**src/rtl/aar_pkg.sv**
```systemverilog
// aar_pkg: widths, fixed-point constants and the CORDIC arctangent table
// for the axis-angle rotation matrix pipeline. No dependencies.
package aar_pkg;

    localparam int NCOMP        = 3;     // axis components
    localparam int IN_W         = 16;    // input field width
    localparam int ENTRY_W      = 16;    // matrix entry width (Q1.14)
    localparam int SQ_W         = 31;    // square of one component
    localparam int SUM_W        = 32;    // sum of squares
    localparam int DIV_STEPS    = 29;    // quotient bits of v^2*2^28/S
    localparam int QUO_W        = 29;
    localparam int SQRT_STEPS   = 15;    // root bits
    localparam int RES_W        = 29;    // sqrt working register
    localparam int NORM_W       = 15;    // |n| <= 2^14
    localparam int N_W          = 16;    // signed unit component
    localparam int CORDIC_STEPS = 16;
    localparam int CW           = 34;    // CORDIC datapath, Q.30
    localparam int ANG_SHIFT    = 17;    // Q3.13 -> Q.30
    localparam int C_W          = 18;    // sine, cosine, 1-cos in Q.14
    localparam int PROD_W       = 34;    // n*n and n*s products
    localparam int Q42_W        = 48;    // entry accumulators

    localparam logic signed [CW-1:0] PI_Q30      = 34'sd3373259426;
    localparam logic signed [CW-1:0] HALF_PI_Q30 = 34'sd1686629713;
    localparam logic signed [CW-1:0] GAIN_Q30    = 34'sd652032874;
    localparam logic signed [C_W-1:0] ONE_Q14    = 18'sd16384;

    // Latencies in pipeline stages
    localparam int NORM_LAT   = DIV_STEPS + SQRT_STEPS;
    localparam int CORDIC_LAT = CORDIC_STEPS + 1;

    typedef logic [SQ_W-1:0]   sq_t;
    typedef logic [SUM_W-1:0]  sum_t;
    typedef logic [NORM_W-1:0] mag_t;

    function automatic logic signed [CW-1:0] atan_q30(input int k);
        logic signed [CW-1:0] a;
        case (k)
            0:       a = 34'sh3243F6A8;
            1:       a = 34'sh1DAC6705;
            2:       a = 34'sh0FADBAFC;
            3:       a = 34'sh07F56EA6;
            4:       a = 34'sh03FEAB76;
            5:       a = 34'sh01FFD55B;
            6:       a = 34'sh00FFFAAA;
            7:       a = 34'sh007FFF55;
            8:       a = 34'sh003FFFEA;
            9:       a = 34'sh001FFFFD;
            10:      a = 34'sh000FFFFF;
            11:      a = 34'sh0007FFFF;
            12:      a = 34'sh0003FFFF;
            13:      a = 34'sh0001FFFF;
            14:      a = 34'sh0000FFFF;
            15:      a = 34'sh00007FFF;
            default: a = '0;
        endcase
        return a;
    endfunction

endpackage

```
**src/rtl/aar_cordic.sv**
```systemverilog
// aar_cordic: pipelined rotation-mode CORDIC, one stage per iteration,
// then sign fix and rounding to Q.14 sine and cosine. Depends on aar_pkg.
module aar_cordic import aar_pkg::*; (
    input  logic                  aclk,
    input  logic                  adv,
    input  logic signed [CW-1:0]  ang,    // reduced angle, Q.30
    input  logic                  neg,    // negate results after rotation
    output logic signed [C_W-1:0] cos_q14,
    output logic signed [C_W-1:0] sin_q14
);

    logic signed [CW-1:0] cx_reg [CORDIC_STEPS];
    logic signed [CW-1:0] cy_reg [CORDIC_STEPS];
    logic signed [CW-1:0] rz_reg [CORDIC_STEPS];
    logic                 neg_reg [CORDIC_STEPS];

    logic signed [CW-1:0] cx_next [CORDIC_STEPS];
    logic signed [CW-1:0] cy_next [CORDIC_STEPS];
    logic signed [CW-1:0] rz_next [CORDIC_STEPS];
    logic signed [CW-1:0] cx_in   [CORDIC_STEPS];
    logic signed [CW-1:0] cy_in   [CORDIC_STEPS];
    logic signed [CW-1:0] rz_in   [CORDIC_STEPS];

    logic signed [CW-1:0]  cx_fix, cy_fix, cx_rnd, cy_rnd;
    logic signed [C_W-1:0] cos_reg, sin_reg;

    always_comb begin
        for (int k = 0; k < CORDIC_STEPS; k++) begin
            if (k == 0) begin
                cx_in[k] = GAIN_Q30;
                cy_in[k] = '0;
                rz_in[k] = ang;
            end else begin
                cx_in[k] = cx_reg[k-1];
                cy_in[k] = cy_reg[k-1];
                rz_in[k] = rz_reg[k-1];
            end
            if (!rz_in[k][CW-1]) begin
                cx_next[k] = cx_in[k] - (cy_in[k] >>> k);
                cy_next[k] = cy_in[k] + (cx_in[k] >>> k);
                rz_next[k] = rz_in[k] - atan_q30(k);
            end else begin
                cx_next[k] = cx_in[k] + (cy_in[k] >>> k);
                cy_next[k] = cy_in[k] - (cx_in[k] >>> k);
                rz_next[k] = rz_in[k] + atan_q30(k);
            end
        end
    end

    // Half-plane fold, then round half up to Q.14
    always_comb begin
        cx_fix = neg_reg[CORDIC_STEPS-1] ? -cx_reg[CORDIC_STEPS-1] : cx_reg[CORDIC_STEPS-1];
        cy_fix = neg_reg[CORDIC_STEPS-1] ? -cy_reg[CORDIC_STEPS-1] : cy_reg[CORDIC_STEPS-1];
        cx_rnd = (cx_fix + CW'(32768)) >>> 16;
        cy_rnd = (cy_fix + CW'(32768)) >>> 16;
    end

    always_ff @(posedge aclk) begin
        if (adv) begin
            for (int k = 0; k < CORDIC_STEPS; k++) begin
                cx_reg[k] <= cx_next[k];
                cy_reg[k] <= cy_next[k];
                rz_reg[k] <= rz_next[k];
            end
            neg_reg[0] <= neg;
            for (int k = 1; k < CORDIC_STEPS; k++) begin
                neg_reg[k] <= neg_reg[k-1];
            end
            cos_reg <= C_W'(cx_rnd);
            sin_reg <= C_W'(cy_rnd);
        end
    end

    assign cos_q14 = cos_reg;
    assign sin_q14 = sin_reg;

endmodule
```
**config.mk**
```make
export PLATFORM = sky130hd
export DESIGN_NAME = aar_cordic
export DESIGN_NICKNAME = d
export VERILOG_FILES = /design/src/rtl/aar_pkg.sv /design/src/rtl/aar_cordic.sv
export SDC_FILE = /design/constraint.sdc
export NUM_CORES = 2
export LEC_CHECK = 0
export BUFFER_PORTS_ARGS = -buffer_cell sky130_fd_sc_hd__buf_2
export CAP_MARGIN = 10
export CORE_MARGIN = 2
export CORE_UTILIZATION = 50
export CTS_CLUSTER_SIZE = 30
export DETAILED_ROUTE_END_ITERATION = 6
export PLACE_DENSITY = 0.65
export RECOVER_POWER = 100
export SETUP_SLACK_MARGIN = 0.15
export SLEW_MARGIN = 20
export SYNTH_ARGS = -nofsm -noshare
export SYNTH_HDL_FRONTEND = slang
export SYNTH_SLANG_ARGS = --single-unit
```
**constraint.sdc**
```tcl
create_clock -name aclk -period 5.6 [get_ports aclk]
set_clock_uncertainty 0.05 [all_clocks]
set_input_delay 0.84 -clock aclk [delete_from_list [all_inputs] [get_ports aclk]]
set_output_delay 0.84 -clock aclk [all_outputs]
set_load 0.05 [all_outputs]
```
Word level (Yosys, flattened, before mapping):

Memory sizes are Yosys's and may differ from the RTL's.
Index checks and enable logic that the tools add are counted.
Widths: inputs -> output; s select.

* RAM bits: 1648
* output and inout port bits: 36
* word-level logic and storage cells: 185
* register bits: 36
* memories: 4
* input bits: 37

Memories
* cx_reg: words 16, bits a word 34, read ports 16, clocked after Yosys merged registers in 0, wr ports 16, RTL line aar_cordic.sv:12 `logic signed [CW-1:0] cx_reg [CORDIC_STEPS];`
* cy_reg: words 16, bits a word 34, read ports 16, clocked after Yosys merged registers in 0, wr ports 16, RTL line aar_cordic.sv:13 `logic signed [CW-1:0] cy_reg [CORDIC_STEPS];`
* rz_reg: words 16, bits a word 34, read ports 15, clocked after Yosys merged registers in 0, wr ports 16, RTL line aar_cordic.sv:14 `logic signed [CW-1:0] rz_reg [CORDIC_STEPS];`
* neg_reg: words 16, bits a word 1, read ports 16, clocked after Yosys merged registers in 0, wr ports 16, RTL line aar_cordic.sv:15 `logic neg_reg [CORDIC_STEPS];`

* mux-type cells: 83
* add/subtract/negate cells: 96

Operator list (count)
* $mux 34: 81
* $add 34x34->34: 16
* $sub 34x34->34: 16
* $add 34x17->34 const B: 2
* $add 34x19->34: 2
* $add 34x20->34: 2
* $add 34x21->34: 2
* $add 34x22->34: 2
* $add 34x23->34: 2
* $add 34x24->34: 2
* $add 34x25->34: 2
* $add 34x26->34: 2
* $add 34x27->34: 2
* $add 34x28->34: 2
* $add 34x29->34: 2
* $add 34x30->34: 2
* $add 34x31->34: 2
* $add 34x32->34: 2
* $add 34x33->34: 2
* $neg 34->34: 2
* $sub 34x19->34: 2
* $sub 34x20->34: 2
* $sub 34x21->34: 2
* $sub 34x22->34: 2
* 12 further kinds: 24

Depth between registers and ports, before layout:

An unclocked memory read counts as a cell.

* depth after elaboration: 4
* gate-level depth with buffers: 22
* mapped depth without buffers: 22

Worst setup path before layout:

Ideal clock, no wire load.

* path kind: reg2reg
* from: mem cy_reg[14][15] (netlist: cy_reg[1][219])
* to: mem cx_reg[15][33] (netlist: cx_reg[1][271]) (data pin)
* path slack: 0.799 ns
* arrival time: 4.492 ns
* path buffers: 0
* cell stages (with the launch flop): 20
* period minus slack after synthesis: 4.801 ns
* path through: edfxtp_1 > inv_1 > ha_1 > nand2b_1 > or4_1 > nor4_1 > a21oi_1 > xor2_1 > ha_1 > a21o_1 > a21o_1 > a21o_1 > a311oi_1 > a21oi_1 > o41ai_2 > a21oi_1 > or4_1 > a31o_2 > a21oi_1 > xnor2_1

RTL lines (RTL line)
* start, declared: aar_cordic.sv:13
* end, declared: aar_cordic.sv:12

==> impl_metrics.py <==
metrics = {
    "final_layout": {
        "layout-drive-gt1-share": 0.0430,
        "layout_common_cells": "edfxtp_1 (1,524), a21oi_1 (1,505), ha_1 (1,432), xnor2_1 (1,245), nor2_1 (1,236)",
        "largest_reg_flops": 511,
        "final_common_cell": "edfxtp_1",
        "ff_latch_area_sq_mm": 0.0458,
        "final_util": 0.544,
        "stdcell_area_sq_mm": 0.139,
        "layout.nets": 15200,
        "area_growth_pct": 8.36,
        "nFillCells": 22600,
        "multiInputGateArea_sq_mm": 0.0800,
    },
    "grt": {
        "grt_use_total": 0.249,
        "grt_overflow": 0,
        "grt_pass1_wl_mm": 531,
        "grt_pass1_vias": 98100,
        "antenna_found_initial": 4,
        "grt_max_degree": 203,
    },
    "detailed_routing": {
        "num_vias": 101000,
        "first_pass_iters": 7,
        "wl_per_cell_um": 19.5,
        "drc_errors": 1,
        "drtIter0Drc": 7127,
        "routed_wl_mm": 334,
        "drt-vias-per-instance": 5.90,
        "antenna_left": 0,
    },
    "synthesis": {
        "synth_cell_types": 106,
        "async_reset_ff_frac": 0,
        "netlist_area_sq_mm": 0.129,
        "syn_nets": 14900,
        "syn_inst": 13400,
        "synth-main-ff-cell": "edfxtp_1",
        "yosysSeqAreaShare": 0.356,
        "yosys_warnings": 0,
        "ys_ff_latch": 1524,
        "synth_edf_count": 1524,
        "avgSynthCellArea_sq_um": 9.57,
    },
    "critical_path": {
        "reg2reg_slack_ps": 300,
        "worstPathRequired_ps": 6120,
        "endpoint_kind": "register",
        "r2r_cells": 17,
        "cp-start-kind": "register",
        "rr_endpoint": "cy_reg[1][63]$_DFFE_PP_",
        "timing.critical_path.cells": "clkbuf_1 -> buf_4 -> a21oi_1 -> xnor2_1 -> ha_1 -> and3_1 -> and3_1 -> a41oi_1 -> nand3_1 -> o21ai_0 -> clkbuf_1 -> a21oi_1 -> a211oi_1 -> nor2_1 -> a21oi_1 -> nor2b_1 -> o31a_1",
        "cp.depth": 17,
        "cp_max_fo": 44,
        "critPathKind": "register to register",
        "endpoint": "cy_reg[1][63]$_DFFE_PP_",
        "critPathTopFamily": "compound AO/OA/AOI/OAI gates",
        "reg2reg_from": "rz_reg[1][33]$_DFFE_PP_",
        "crit_top_cell": "a21oi_1",
        "arrival_ps": 5820,
        "cpMaxStageDelayCell": "clkbuf_1",
        "path_buf_inv": 3,
        "critPathMaxStageDelay_ps": 710,
        "cp-startpoint": "rz_reg[1][33]$_DFFE_PP_",
    },
    "place": {
        "place_area_sq_mm": 0.134,
        "dpl_worst_slack_ps": 129,
        "portBuffers": 72,
        "dp_hpwl_mm": 265,
        "gp_congestion": 0.944,
    },
    "hold_path": {
        "holdCritPathClass": "primary input to register",
    },
    "floorplan": {
        "initial_core_util": 0.502,
        "core_sq_mm": 0.256,
        "die_x_um": 511,
        "fp.dieH_um": 511,
        "ios": 73,
        "rows": 186,
        "die_area_sq_mm": 0.261,
    },
    "clock_network": {
        "clock_latency_ps": 860,
        "cts_buffer_depth": 3,
        "hold_buffers": 0,
        "htree_levels": 4,
        "clock_tree.root_cell": "clkbuf_16",
        "clkSinkCount": 1524,
        "path_clk_slew_ps": 60,
        "cts_buffers": 179,
        "cts_tree": "yes",
    },
    "timing": {
        "rsz0062_at_grt": "no",
        "tightest_slew_ps": 3280,
        "fmaxAchievable_mhz": 189,
        "min_period_ps": 5300,
        "fin_crit_sh": 0.947,
        "timing_hold_violations_final": 0,
        "finalSetupViolations": 0,
        "slew_viol_final": 1298,
        "setup_ws_ps": 296,
        "fin_setup_tns_ps": 0,
        "relSlewSlack": -1.19,
    },
    "run": {
        "max-cap-violations": 12,
    },
    "outcome": {
        "status": "complete, but fails checks",
        "violations": "design-rule violations, max-capacitance violations, max-slew violations",
    },
}
==> worst reg2reg max path: stages (launching register included) <==
cell and delay [ps]:
edfxtp_1 500, clkbuf_1 720, buf_4 580, a21oi_1 110, xnor2_1 240, ha_1 330, and3_1 210, and3_1 180
a41oi_1 160, nand3_1 230, o21ai_0 280, clkbuf_1 200, a21oi_1 160, a211oi_1 410, nor2_1 120, a21oi_1 190
nor2b_1 70, o31a_1 310
==> area by class of cell <==
cell class,instances,area share
Antenna cell,1,0.0000180
Clock buffer,203,0.0330
Clock inverter,119,0.00966
Inverter,554,0.0149
Multi-Input combinational cell,11200,0.575
Sequential cell,1524,0.329
Tap cell,3384,0.0304
Timing Repair Buffer,218,0.00871
==> worst min-delay path by stage <==
stage                            start                       to  slack, ps  depth (start not counted)
6_report                        ang[2]   rz_reg[0][2]$_DFFE_PP_        120                          1
5_1_grt                         ang[1]   rz_reg[0][1]$_DFFE_PP_         80                          1
4_1_cts                         ang[2]   rz_reg[0][2]$_DFFE_PP_         50                          1
3_5_place_dp   neg_reg[0][1]$_DFFE_PP_  neg_reg[0][2]$_DFFE_PP_        360                          0
3_3_place_gp   neg_reg[0][0]$_DFFE_PP_  neg_reg[0][1]$_DFFE_PP_        350                          0
2_1_floorplan  neg_reg[0][0]$_DFFE_PP_  neg_reg[0][1]$_DFFE_PP_        350                          0
==> through the flow <==
step / std cells / hold slack, ps
final: 17200 / 121
after floorplan: 13400 / 350
after CTS: 17200 / 46.9
after global placement: 16800 / 353
after global routing: 17200 / 81.3
after detailed placement: 16800 / 357
==> cell usage after synthesis (44+ instances only) <==
| cell | instances | area [sq um] |
|---|---|---|
| nor2_1 | 1237 | 4640 |
| a21o_1 | 762 | 5720 |
| o31ai_1 | 57 | 428 |
| nand4_1 | 80 | 500 |
| o41ai_1 | 44 | 385 |
| edfxtp_1 | 1524 | 45800 |
| nor4_1 | 71 | 444 |
| o21ai_0 | 617 | 3090 |
| ha_1 | 1432 | 17900 |
| a211oi_1 | 128 | 961 |
| or2_2 | 64 | 400 |
| o21bai_1 | 151 | 1130 |
| clkbuf_1 | 134 | 503 |
| xor2_1 | 651 | 5700 |
| inv_1 | 551 | 2070 |
| and2_1 | 63 | 394 |
| or3_1 | 86 | 538 |
| fa_1 | 44 | 881 |
| nand2_1 | 662 | 2480 |
| nor2b_1 | 191 | 1190 |
| mux2_2 | 49 | 552 |
| mux2i_1 | 70 | 701 |
| a21boi_0 | 47 | 353 |
| a31oi_1 | 118 | 738 |
| nand3_1 | 244 | 1220 |
| buf_1 | 47 | 176 |
| nand2b_1 | 220 | 1380 |
| and3_1 | 140 | 876 |
| xnor2_1 | 1245 | 10900 |
| o21a_1 | 209 | 1570 |
| nor3_1 | 323 | 1620 |
| o211ai_1 | 58 | 435 |
| a21oi_1 | 1504 | 7530 |
==> logic make-up (layout without fill, tap and decap cells) <==
family	after synthesis	in the layout	synth area share
compound gates	4096	4096	0.202
simple gates	3574	3574	0.135
xor+xnor	1897	1897	0.129
flops	1524	1524	0.356
fa+ha+maj	1477	1477	0.146
buf+inv	742	1094	0.0218
mux	119	119	0.00974
other cells	0	1	0
==> per-layer routing <==
metal  vias up  wire length (um)  global-route usage
met5         -                23                   0
met4         4             11500              0.0829
met3       587             14300              0.0264
met2      2412            160000               0.433
met1     48000            148000               0.322
li1      50300                 -                   -
==> timing repair <==
action / CTS / global route
endpoints found under the setup margin: 3 / 37
pin swaps: 0 / 2
gates resized for setup: 1 / 37
buffers inserted: 0 / 6
Power is left out: the tool's default activity adds up to more than one toggle a clock period on the data nets, which glitch-free logic cannot reach.
